===== config.mk =====
export PLATFORM = sky130hd
export DESIGN_NAME = sm4_block_cipher
export DESIGN_NICKNAME = d
export VERILOG_FILES = /design/src/hw/rtl/sm4_pkg.sv /design/src/hw/rtl/sm4_block_cipher.sv /design/src/hw/rtl/sm4_ram.sv /design/src/hw/rtl/sm4_cell.sv
export SDC_FILE = /design/constraint.sdc
export NUM_CORES = 2
export LEC_CHECK = 0
export BUFFER_PORTS_ARGS = -buffer_cell sky130_fd_sc_hd__buf_4
export CAP_MARGIN = 25
export CORE_AREA = 2 2 436 438
export CTS_CLUSTER_DIAMETER = 200
export DETAILED_ROUTE_END_ITERATION = 16
export DIE_AREA = 0 0 438 440
export HOLD_SLACK_MARGIN = 0.03
export SYNTH_ARGS = -nofsm -noshare
export SYNTH_HDL_FRONTEND = slang
export SYNTH_SLANG_ARGS = --single-unit

===== constraint.sdc =====
create_clock -name aclk -period 19.5 [get_ports aclk]
set_input_delay 1.95 -clock aclk [delete_from_list [all_inputs] [get_ports aclk]]
set_output_delay 1.95 -clock aclk [all_outputs]
set_load 0.01 [all_outputs]

===== src/hw/rtl/sm4_pkg.sv =====
`default_nettype none
package sm4_pkg;

    localparam int ROUNDS_DEF = 32;
    localparam int WORD_W = 32;
    localparam int HALF_W = 64;
    localparam int BLOCK_W = 128;

    localparam logic CMD_ENCRYPT = 1'b0;
    localparam logic CMD_DECRYPT = 1'b1;

    localparam logic [0:0] REG_KEY_HIGH = 1'b0;
    localparam logic [0:0] REG_KEY_LOW = 1'b1;

    localparam logic [WORD_W-1:0] FK0 = 32'hA3B1BAC6;
    localparam logic [WORD_W-1:0] FK1 = 32'h56AA3350;
    localparam logic [WORD_W-1:0] FK2 = 32'h677D9197;
    localparam logic [WORD_W-1:0] FK3 = 32'hB27022DC;

    localparam logic [7:0] SBOX [256] = '{
        8'hd6,8'h90,8'he9,8'hfe,8'hcc,8'he1,8'h3d,8'hb7,8'h16,8'hb6,8'h14,8'hc2,8'h28,8'hfb,8'h2c,8'h05,
        8'h2b,8'h67,8'h9a,8'h76,8'h2a,8'hbe,8'h04,8'hc3,8'haa,8'h44,8'h13,8'h26,8'h49,8'h86,8'h06,8'h99,
        8'h9c,8'h42,8'h50,8'hf4,8'h91,8'hef,8'h98,8'h7a,8'h33,8'h54,8'h0b,8'h43,8'hed,8'hcf,8'hac,8'h62,
        8'he4,8'hb3,8'h1c,8'ha9,8'hc9,8'h08,8'he8,8'h95,8'h80,8'hdf,8'h94,8'hfa,8'h75,8'h8f,8'h3f,8'ha6,
        8'h47,8'h07,8'ha7,8'hfc,8'hf3,8'h73,8'h17,8'hba,8'h83,8'h59,8'h3c,8'h19,8'he6,8'h85,8'h4f,8'ha8,
        8'h68,8'h6b,8'h81,8'hb2,8'h71,8'h64,8'hda,8'h8b,8'hf8,8'heb,8'h0f,8'h4b,8'h70,8'h56,8'h9d,8'h35,
        8'h1e,8'h24,8'h0e,8'h5e,8'h63,8'h58,8'hd1,8'ha2,8'h25,8'h22,8'h7c,8'h3b,8'h01,8'h21,8'h78,8'h87,
        8'hd4,8'h00,8'h46,8'h57,8'h9f,8'hd3,8'h27,8'h52,8'h4c,8'h36,8'h02,8'he7,8'ha0,8'hc4,8'hc8,8'h9e,
        8'hea,8'hbf,8'h8a,8'hd2,8'h40,8'hc7,8'h38,8'hb5,8'ha3,8'hf7,8'hf2,8'hce,8'hf9,8'h61,8'h15,8'ha1,
        8'he0,8'hae,8'h5d,8'ha4,8'h9b,8'h34,8'h1a,8'h55,8'had,8'h93,8'h32,8'h30,8'hf5,8'h8c,8'hb1,8'he3,
        8'h1d,8'hf6,8'he2,8'h2e,8'h82,8'h66,8'hca,8'h60,8'hc0,8'h29,8'h23,8'hab,8'h0d,8'h53,8'h4e,8'h6f,
        8'hd5,8'hdb,8'h37,8'h45,8'hde,8'hfd,8'h8e,8'h2f,8'h03,8'hff,8'h6a,8'h72,8'h6d,8'h6c,8'h5b,8'h51,
        8'h8d,8'h1b,8'haf,8'h92,8'hbb,8'hdd,8'hbc,8'h7f,8'h11,8'hd9,8'h5c,8'h41,8'h1f,8'h10,8'h5a,8'hd8,
        8'h0a,8'hc1,8'h31,8'h88,8'ha5,8'hcd,8'h7b,8'hbd,8'h2d,8'h74,8'hd0,8'h12,8'hb8,8'he5,8'hb4,8'hb0,
        8'h89,8'h69,8'h97,8'h4a,8'h0c,8'h96,8'h77,8'h7e,8'h65,8'hb9,8'hf1,8'h09,8'hc5,8'h6e,8'hc6,8'h84,
        8'h18,8'hf0,8'h7d,8'hec,8'h3a,8'hdc,8'h4d,8'h20,8'h79,8'hee,8'h5f,8'h3e,8'hd7,8'hcb,8'h39,8'h48
    };

    function automatic logic [WORD_W-1:0] tau(input logic [WORD_W-1:0] v);
        tau = {SBOX[v[31:24]], SBOX[v[23:16]], SBOX[v[15:8]], SBOX[v[7:0]]};
    endfunction

    function automatic logic [WORD_W-1:0] rotl(input logic [WORD_W-1:0] v, input int n);
        rotl = (v << n) | (v >> (WORD_W - n));
    endfunction

    // ck byte j of round i is (4*i + j) * 7 mod 256
    function automatic logic [WORD_W-1:0] ck_word(input logic [4:0] i);
        logic [7:0] b0;
        b0 = 8'({i, 2'b00}) * 8'd7;
        ck_word = {b0, b0 + 8'd7, b0 + 8'd14, b0 + 8'd21};
    endfunction

    // key schedule and data round share the cell, key_mode picks the linear map
    function automatic logic [WORD_W-1:0] round_f(input logic [WORD_W-1:0] x0,
                                                  input logic [WORD_W-1:0] mix,
                                                  input logic key_mode);
        logic [WORD_W-1:0] b;
        b = tau(mix);
        if (key_mode) begin
            round_f = x0 ^ b ^ rotl(b, 13) ^ rotl(b, 23);
        end else begin
            round_f = x0 ^ b ^ rotl(b, 2) ^ rotl(b, 10) ^ rotl(b, 18) ^ rotl(b, 24);
        end
    endfunction

endpackage
`default_nettype wire


===== src/hw/rtl/sm4_block_cipher.sv =====
`default_nettype none
// SM4 block cipher core, 128-bit key and block. A request is accepted whenever the core is
// idle; a finished result waits in the output register, and the core holds its last step
// until that register is free. A block runs a load step, 32 rounds (one round per
// cycle in a row of four shifting word cells, round keys read from a 32-word RAM) and a
// step that moves the result out; a new request is accepted only when the core is idle
// again, so blocks do not overlap. The first block after reset or a key write first runs
// a key load step and the key schedule through the same cells. Key writes must be made
// only while the core is idle.
module sm4_block_cipher #(
    parameter int ROUNDS = sm4_pkg::ROUNDS_DEF
) (
    input  wire          aclk,
    input  wire          aresetn,
    input  wire          cfg_we,
    input  wire  [0:0]   cfg_index,
    input  wire  [63:0]  cfg_wdata,
    input  wire          s_tvalid,
    output logic         s_tready,
    input  wire  [127:0] s_tdata,   // block_high, block_low
    input  wire          s_tuser,   // command
    output logic         m_tvalid,
    input  wire          m_tready,
    output logic [127:0] m_tdata    // result_high, result_low
);
    import sm4_pkg::*;

    localparam int AW = $clog2(ROUNDS);

    typedef enum logic [2:0] {ST_IDLE, ST_KLOAD, ST_KEY, ST_DLOAD, ST_RUN, ST_DONE}
        state_t;

    state_t            state_reg;
    logic [63:0]       key_high_reg, key_low_reg;
    logic              keys_ready_reg;
    logic              dec_reg;
    logic [127:0]      blk_reg;
    logic [AW:0]       cnt_reg;
    logic              m_valid_reg;
    logic [127:0]      m_data_reg;

    logic              load;
    logic              shift;
    logic [WORD_W-1:0] load_w [4];
    logic [WORD_W-1:0] w [4];
    logic [WORD_W-1:0] nw;
    logic [WORD_W-1:0] rk;
    logic [AW-1:0]     rd_addr;
    logic              key_mode;

    assign key_mode = (state_reg == ST_KEY);
    assign load = (state_reg == ST_KLOAD) || (state_reg == ST_DLOAD);
    assign shift = key_mode || (state_reg == ST_RUN);

    always_comb begin
        if (state_reg == ST_KLOAD) begin
            load_w[0] = key_high_reg[63:32] ^ FK0;
            load_w[1] = key_high_reg[31:0] ^ FK1;
            load_w[2] = key_low_reg[63:32] ^ FK2;
            load_w[3] = key_low_reg[31:0] ^ FK3;
        end else begin
            load_w[0] = blk_reg[63:32];
            load_w[1] = blk_reg[31:0];
            load_w[2] = blk_reg[127:96];
            load_w[3] = blk_reg[95:64];
        end
    end

    // read address runs one ahead of the round for the registered ram
    always_comb begin
        if (state_reg == ST_RUN) begin
            rd_addr = cnt_reg[AW-1:0] + AW'(1);
        end else begin
            rd_addr = '0;
        end
        if (dec_reg) begin
            rd_addr = AW'(ROUNDS - 1) - rd_addr;
        end
    end

    assign nw = round_f(w[0], w[1] ^ w[2] ^ w[3] ^ (key_mode ? ck_word(5'(cnt_reg)) : rk),
                        key_mode);

    genvar g;
    generate
        for (g = 0; g < 4; g++) begin : g_cell
            sm4_cell u_cell (
                .aclk      (aclk),
                .load      (load),
                .load_word (load_w[g]),
                .shift     (shift),
                .shift_in  (g == 3 ? nw : w[(g + 1) % 4]),
                .word      (w[g])
            );
        end
    endgenerate

    sm4_ram #(.WIDTH(WORD_W), .DEPTH(ROUNDS)) u_rk_ram (
        .aclk    (aclk),
        .wr_en   (key_mode),
        .wr_addr (cnt_reg[AW-1:0]),
        .wr_data (nw),
        .rd_addr (rd_addr),
        .rd_data (rk)
    );

    assign s_tready = (state_reg == ST_IDLE);
    assign m_tvalid = m_valid_reg;
    assign m_tdata = m_data_reg;

    always_ff @(posedge aclk) begin
        if (!aresetn) begin
            state_reg <= ST_IDLE;
            key_high_reg <= '0;
            key_low_reg <= '0;
            keys_ready_reg <= 1'b0;
            m_valid_reg <= 1'b0;
            m_data_reg <= '0;
            cnt_reg <= '0;
            dec_reg <= 1'b0;
        end else begin
            if (state_reg == ST_DONE && (!m_valid_reg || m_tready)) begin
                m_valid_reg <= 1'b1;
            end else if (m_valid_reg && m_tready) begin
                m_valid_reg <= 1'b0;
            end
            if (cfg_we) begin
                keys_ready_reg <= 1'b0;
                if (cfg_index == REG_KEY_HIGH) begin
                    key_high_reg <= cfg_wdata;
                end else begin
                    key_low_reg <= cfg_wdata;
                end
            end
            case (state_reg)
                ST_IDLE: begin
                    if (s_tvalid && s_tready) begin
                        blk_reg <= s_tdata;
                        dec_reg <= (s_tuser == CMD_DECRYPT);
                        state_reg <= keys_ready_reg ? ST_DLOAD : ST_KLOAD;
                    end
                end
                ST_KLOAD: begin
                    cnt_reg <= '0;
                    state_reg <= ST_KEY;
                end
                ST_KEY: begin
                    cnt_reg <= cnt_reg + 1'b1;
                    if (cnt_reg == (AW+1)'(ROUNDS - 1)) begin
                        keys_ready_reg <= 1'b1;
                        state_reg <= ST_DLOAD;
                    end
                end
                ST_DLOAD: begin
                    cnt_reg <= '0;
                    state_reg <= ST_RUN;
                end
                ST_RUN: begin
                    cnt_reg <= cnt_reg + 1'b1;
                    if (cnt_reg == (AW+1)'(ROUNDS - 1)) begin
                        state_reg <= ST_DONE;
                    end
                end
                ST_DONE: begin
                    if (!m_valid_reg || m_tready) begin
                        m_data_reg <= {w[1], w[0], w[3], w[2]};
                        state_reg <= ST_IDLE;
                    end
                end
                default: state_reg <= ST_IDLE;
            endcase
        end
    end
endmodule
`default_nettype wire


===== src/hw/rtl/sm4_ram.sv =====
`default_nettype none
module sm4_ram #(
    parameter int WIDTH = 32,
    parameter int DEPTH = 32
) (
    input  wire                      aclk,
    input  wire                      wr_en,
    input  wire [$clog2(DEPTH)-1:0]  wr_addr,
    input  wire [WIDTH-1:0]          wr_data,
    input  wire [$clog2(DEPTH)-1:0]  rd_addr,
    output logic [WIDTH-1:0]         rd_data
);
    logic [WIDTH-1:0] mem [DEPTH];

    always_ff @(posedge aclk) begin
        if (wr_en) begin
            mem[wr_addr] <= wr_data;
        end
        rd_data <= mem[rd_addr];
    end
endmodule
`default_nettype wire


===== src/hw/rtl/sm4_cell.sv =====
`default_nettype none
// one word cell of the shifting state row
module sm4_cell (
    input  wire                         aclk,
    input  wire                         load,
    input  wire  [sm4_pkg::WORD_W-1:0]  load_word,
    input  wire                         shift,
    input  wire  [sm4_pkg::WORD_W-1:0]  shift_in,
    output logic [sm4_pkg::WORD_W-1:0]  word
);
    import sm4_pkg::*;

    logic [WORD_W-1:0] word_reg;
    logic [WORD_W-1:0] word_next;

    always_comb begin
        word_next = word_reg;
        if (load) begin
            word_next = load_word;
        end else if (shift) begin
            word_next = shift_in;
        end
    end

    always_ff @(posedge aclk) begin
        word_reg <= word_next;
    end

    assign word = word_reg;
endmodule
`default_nettype wire


== Word level (Yosys, flattened, before mapping) ==
Memory sizes are Yosys's and may differ from the RTL's. A register that Yosys moved wholly into a read port is not among the register bits.
Cells that the tools add are included.

* Add/subtract/negate cells: 6
* Multiply operators: 1
* Order comparisons: 4
* Eq/ne operators: 10
* Mux-type cells: 35
* Bitwise gates (word level): 25
* Reduce and logical (&&, ||, !) cells: 19

{| class="wikitable"
|+ Operator list
! cell !! count
|-
| $mux W32 || 10
|-
| $xor A32 B32 Y32 || 10
|-
| $mux W128 || 1
|-
| $mux W8 || 8
|-
| $ge A9 B9 Y1 const B || 4
|-
| $not A8 Y9 || 4
|-
| $or A32 B10 Y32 || 1
|-
| $or A32 B13 Y32 || 1
|-
| $or A32 B18 Y32 || 1
|-
| $or A32 B2 Y32 || 1
|-
| $or A32 B23 Y32 || 1
|-
| $or A32 B24 Y32 || 1
|-
| $not A14 Y14 || 2
|-
| $not A19 Y19 || 1
|-
| $pmux W3 S6 || 1
|-
| $not A17 Y17 || 1
|-
| $mux W3 || 4
|-
| $pmux W6 S2 || 1
|-
| $mux W5 || 2
|-
| $add A8 B3 Y8 const B || 1
|-
| $add A8 B4 Y8 const B || 1
|-
| $add A8 B5 Y8 const B || 1
|-
| $ne A2 B1 Y1 const B || 4
|-
| $reduce_and A2 Y1 || 4
|-
| 19 further kinds || 34
|}

* Register bits after elaboration: 524
* Bits in writable memories: 1024
* Bits in read-only memories: 8192
* Output and inout bits: 130
* Logic and storage cells: 118
* Memories kept: 5

{| class="wikitable"
|+ Memory list
! name !! depth !! bits a word !! rd ports !! clocked after Yosys merged registers in !! wr ports !! RTL line !! text
|-
| (no name shown) || 256 || 8 || 1 || 0 || 0 || sm4_pkg.sv:40 || <nowiki>tau = {SBOX[v[31:24]], SBOX[v[23:16]], SBOX[v[15:8]], SBOX[v[7:0]]};</nowiki>
|-
| (no name shown) || 256 || 8 || 1 || 0 || 0 || sm4_pkg.sv:40 ||
|-
| (no name shown) || 256 || 8 || 1 || 0 || 0 || sm4_pkg.sv:40 ||
|-
| (no name shown) || 256 || 8 || 1 || 0 || 0 || sm4_pkg.sv:40 ||
|-
| u_rk_ram.mem || 32 || 32 || 1 || 1 || 1 || sm4_ram.sv:13 || <nowiki>logic [WIDTH-1:0] mem [DEPTH];</nowiki>
|}

== Longest topological paths before layout ==
* Word-level depth: 16
* Mapped depth: 23

== Modules after synthesis ==
A second synthesis with hierarchy kept.

* Cells, all modules: 6675
* Area, all modules: 78689.2 µm²

{| class="wikitable"
|+ Modules (own cells, without submodules)
! module !! times used !! cells each !! area each (µm²)
|-
| sm4_ram || 1 || 2260 || 40485.1
|-
| sm4_block_cipher || 1 || 4139 || 32173.4
|-
| sm4_cell || 4 || 69 || 1507.7
|}

== Worst setup path after synthesis ==
OpenSTA, ideal clock, no wires.

* Path type: in2reg
* Start: input aresetn
* End: register blk_reg[0] (enable)
* Data arrival time: 7.624 ns
* Setup slack: 11.259 ns
* Cell stages on the path: 3
* Buffers on the path: 1
* Cell sequence: clkinv_1 -> clkbuf_1 -> nor2_1

* Word-level cells in the longest chain between the ends: 1

{| class="wikitable"
|+ RTL lines
! what !! RTL line !! text
|-
| start, declared || sm4_block_cipher.sv:14 || <nowiki>input wire aresetn,</nowiki>
|-
| $reduce_and A3 Y1 (no line) || n/a ||
|-
| end signal, assigned || sm4_block_cipher.sv:138 || <nowiki>blk_reg <= s_tdata;</nowiki>
|-
| end, declared || sm4_block_cipher.sv:37 || <nowiki>logic [127:0] blk_reg;</nowiki>
|}

No other way between the ends.
A chain may end at the register's enable or synchronous reset.

== Worst setup path after layout ==
* Start: register state_reg[1]
* End: register g_cell[3].u_cell.word_reg[12] (data pin)

* Word-level cells in the longest chain between the ends: 15
* Elaborated cells on any way between the ends: 39
* Classes of those cells: eq/ne: 3; mux: 13; bitwise: 18; reduce/logical: 1; memory: 4

{| class="wikitable"
|+ RTL lines
! what !! RTL line !! text
|-
| start, declared || sm4_block_cipher.sv:33 || <nowiki>state_t state_reg;</nowiki>
|-
| start signal, assigned || sm4_block_cipher.sv:140 || <nowiki>state_reg <= keys_ready_reg ? ST_DLOAD : ST_KLOAD;</nowiki>
|-
| $eq A3 B2 Y1 * || sm4_block_cipher.sv:51 || <nowiki>assign key_mode = (state_reg == ST_KEY);</nowiki>
|-
| $mux W32 || sm4_block_cipher.sv:81 || <nowiki>assign nw = round_f(w[0], w[1] ^ w[2] ^ w[3] ^ (key_mode ? ck_word(5'(cnt_reg)) : rk),</nowiki>
|-
| $xor A32 B32 Y32 || sm4_block_cipher.sv:81 ||
|-
| $not A8 Y9 (not written as such) || sm4_pkg.sv:40 ||
|-
| $mem_v2 Z256 W8 || n/a ||
|-
| $mux W8 (not written as such) (2 in a row) || sm4_pkg.sv:40 ||
|-
| $xor A32 B32 Y32 or $or A32 B2 Y32 (tied branches) || sm4_pkg.sv:61, sm4_pkg.sv:63, sm4_pkg.sv:44 ||
|-
| $xor A32 B32 Y32 (4 in a row) || sm4_pkg.sv:63 || <nowiki>round_f = x0 ^ b ^ rotl(b, 2) ^ rotl(b, 10) ^ rotl(b, 18) ^ rotl(b, 24);</nowiki>
|-
| $mux W32 * || sm4_pkg.sv:60 || <nowiki>if (key_mode) begin</nowiki>
|-
| net g_cell[3].u_cell.shift_in (one bit) || sm4_cell.sv:8 || <nowiki>input wire [sm4_pkg::WORD_W-1:0] shift_in,</nowiki>
|-
| $mux W32 * || sm4_cell.sv:20 || <nowiki>end else if (shift) begin</nowiki>
|-
| $mux W32 * || sm4_cell.sv:18 || <nowiki>if (load) begin</nowiki>
|-
| net g_cell[3].u_cell.word_next[12] || sm4_cell.sv:14 || <nowiki>logic [WORD_W-1:0] word_next;</nowiki>
|-
| end signal, assigned || sm4_cell.sv:26 || <nowiki>word_reg <= word_next;</nowiki>
|-
| end, declared || sm4_cell.sv:13 || <nowiki>logic [WORD_W-1:0] word_reg;</nowiki>
|}

The timed path passes the listed nets; every way through them passes the cells marked *. The select of a mux whose other input is x is not followed.

==> impl_metrics.csv <==
group,metric,value,unit
timing,hold_violations,0,
grt,grt_max_degree,147,
setup_path,cpMostUsedCell,"buf_4",
finish,instances_no_fill,8917,
floorplan,dieWidth,438,um
cts,worstSkewPairLatency,0.80,ns
yosys,syn-num-nets,6376,
detailed_routing,route.detailed.vias_per_inst,6.37,
finish,max_flop_register,"u_rk_ram.mem",
timing,timing.max_slew.rel_slack,0.245,
finish,ratio_of_cells_with_drive_above_1_in_the_final_layout,0.198,
floorplan,pin_count,329,
detailed_routing,drc_errors,0,
floorplan,rows,160,
cts,number_of_gates_resized_after_cts,0,
setup_path,reg2reg_depth,19,
cts,clock_path_buffers,3,
setup_path,worst-endpoint-required,20.15,ns
yosys,synth_cell_type_count,112,
setup_path,regToRegSetupSlack,11.63,ns
detailed_routing,routed-wl-met2,125,mm
timing,grt_setup_unrepaired,"no",
cts,cts_root_buffer,"clkbuf_16",
yosys,synth_sequential_area_ratio,0.580,
yosys,yosys_warnings,0,
timing,max_freq,127,MHz
place,post-dp-hpwl,179,mm
yosys,netlist_instances,6105,
setup_path,timing.critical_path.arrival,8.52,ns
detailed_routing,routedLengthMet1,110,mm
timing,post-route-period-util,0.404,
timing,tightestPinTransition,1.13,ns
detailed_routing,drt_iter0_drc,9735,
finish,synthToLayoutAreaGrowth,14.0,%
grt,grt_pass1_wl,391,mm
setup_path,critPathTopFamily,"buffers and inverters",
yosys,post_synth_edffs,1280,
detailed_routing,top_layer,"met5",
detailed_routing,wl_per_cell,31.1,um
detailed_routing,drt_wl_total,278,mm
cts,post-cts-setup-buffers,0,
detailed_routing,drt-pass1-iter-count,9,
setup_path,r2r_start,"state_reg[1]",
floorplan,design.core.area,0.189,mm2
run,maxCapViolCount,0,
finish,finish.net_count,6535,
yosys,post_synth.cell_area_avg,12.6,um2
cts,cts_buffers,152,
yosys,flip_flop_and_latch_count_after_synthesis,1580,
setup_path,worst-setup-path-type,"flop to flop",
setup_path,path_depth,19,
floorplan,die_area,0.193,mm2
setup_path,worst_setup_path_start_kind,"flop",
finish,multi_input_area,0.0307,mm2
grt,grt_antenna_before_repair,22,
setup_path,slowest_delay,0.86,ns
place,gp_congestion,0.947,
setup_path,worst-path-max-fanout,53,
cts,tritoncts_num_sinks,1580,
grt,first_global_vias,52600,
detailed_routing,num_vias,56800,
grt,global_route.overflow_total,0,
cts,clkTransAtPathRegs,0.06,ns
timing,setup-tns-final,0,ns
setup_path,timing_startpoint_of_the_critical_path,"state_reg[1]",
setup_path,path_buf_inv,5,
cts,ctsHtreeMaxLevel,4,
setup_path,critical_path.cell_chain,"nor3b_4, buf_4, nor2_1, xor2_1, buf_4, inv_2, ha_1, clkinv_1, nand2_1, a21oi_1, a2111oi_0, o21ai_0, nand4_1, xnor2_1, xnor2_1, mux2i_1, xor2_2, buf_4, o21a_1",
hold_path,timing.hold.worst.class,"flop to flop",
setup_path,crit_path_end_kind,"flop",
timing,timing.final.setup_violations,0,
finish,largest_register_ffs,1024,
finish,fillers,16800,
setup_path,critical_path.slowest_cell,"ha_1",
outcome,result_of_the_run,"finished clean",
floorplan,die_height,440,um
detailed_routing,wl_met3,30.3,mm
hold_path,hold_depth,2,
detailed_routing,final_antenna_net_count,0,
yosys,synth_ff_type,"edfxtp_1",
cts,hold_bufs_at_cts,0,
grt,gr-usage-all-layers,0.279,
setup_path,crit_end,"g_cell[3].u_cell.word[12]",
timing,slew_violations,0,
timing,final_period_minus_worst_setup_slack,7.87,ns
finish,seqCellArea,0.0444,mm2
floorplan,start_util,0.406,
timing,fin_worst_skew,0.0276,ns
yosys,async_set_reset_flop_share_out_of_synthesis,0,
yosys,netlist_area_before_placement,0.0766,mm2
place,numPortBuffers,328,
cts,cts_tree,"built",
setup_path,rr_endpoint,"g_cell[3].u_cell.word[12]",
place,dp.cells,8619,
## placed cells by master (no fill, tap or decap), types with 29 or more instances in the layout
master and count:
a311oi_1 38, xor2_1 81, mux2_2 37, dfxtp_1 299, nor3_1 96, mux2i_1 131, a211oi_1 87, nand3_1 86
xnor2_2 37, a21oi_1 621, o221ai_1 53, xnor2_1 117, o311ai_0 45, o211ai_1 67, clkbuf_1 43, edfxtp_1 1280
buf_4 512, nor2_4 34, a221oi_1 43, ha_1 67, mux4_2 330, clkbuf_16 155, o21ai_0 185, clkinv_1 29
a31oi_1 57, nor2_1 416, o31ai_1 30, nand2_1 823
## worst min path at each step
stage,from,end,slack (ns)
after floorplan,cnt_reg[5],cnt_reg[5],0.43
after global placement,key_low_reg[25],key_low_reg[25],0.44
after detailed placement,key_low_reg[25],key_low_reg[25],0.45
after CTS,key_low_reg[25],key_low_reg[25],0.45
after global routing,key_high_reg[1],key_high_reg[1],0.46
final,key_low_reg[23],key_low_reg[23],0.45
## area by class of cell
class | count | area share
Clock inverter | 73 | 0.00762
Clock buffer | 207 | 0.0477
Tap cell | 2511 | 0.0360
Sequential cell | 1580 | 0.509
Antenna cell | 16 | 0.000458
Timing Repair Buffer | 521 | 0.0459
Multi-Input combinational cell | 3971 | 0.352
Inverter | 38 | 0.00178
## layer usage
metal  vias up  global-route usage
li1      23700                   -
met1     28600               0.396
met2      3786               0.425
met5         -                   0
met3       601              0.0568
met4         6               0.101
## worst reg2reg max path: cells and delay by family, from the launching register on
kind / cells / cell delay [ns]
buf+inv: 5 / 2.17
compound gates: 4 / 1.37
simple gates: 4 / 1.26
xor+xnor: 4 / 0.93
fa+ha+maj: 1 / 0.87
flops: 1 / 0.76
mux: 1 / 0.36
## Yosys cell counts (all sizes together), types with 11 or more instances
cell     count  area (um2)
nor2       452        1700
a211o       17         149
nor4        17         143
o311ai      49         429
a2111oi     22         199
ha          67         838
nor3        97         490
a31oi       57         357
and3        16         100
o2111ai     28         245
clkbuf     293        1100
dfxtp      300        6010
o41ai       11        96.3
or3         13        81.3
edfxtp    1280       38400
nand4       23         144
xnor3       22         495
xor2       106        1010
o21ai      193         966
o221ai      53         464
o211ai      69         528
o311a       12         120
mux2i      132        1330
buf        223        1180
nand3       87         435
a21o        12        90.1
o32ai       14         130
a211oi      90         701
a22oi       18         154
mux2        40         458
a311oi      40         374
nand2      825        3100
a21oi      623        3130
o22ai       21         131
o21a        26         195
and2        15        93.8
mux4       330        7430
xnor2      160        1470
o31ai       32         259
a32oi       12         146
inv         33         124
a221oi      44         392
## per-stage QoR
step | worst slack [ns] | cell area [um2] | util | hold WS, ns
5_1_grt | 11.46 | 87300 | 0.463 | 0.464
3_3_place_gp | 11.81 | 82400 | 0.437 | 0.440
6_report | 11.63 | 87300 | 0.463 | 0.453
4_1_cts | 11.86 | 87300 | 0.463 | 0.454
2_1_floorplan | 11.26 | 76600 | - | 0.431
3_5_place_dp | 11.89 | 82400 | 0.437 | 0.446
## kinds of logic after synthesis
kind of cell / count (synthesis) / synth area share
fa+ha+maj: 72 / 0.0122
mux: 502 / 0.120
xor+xnor: 289 / 0.0391
simple gates: 1590 / 0.0864
flops: 1580 / 0.580
buf+inv: 554 / 0.0317
compound gates: 1518 / 0.130
Power is left out: the tool's default activity adds up to more than one toggle a clock period on the data nets, which glitch-free logic cannot reach.
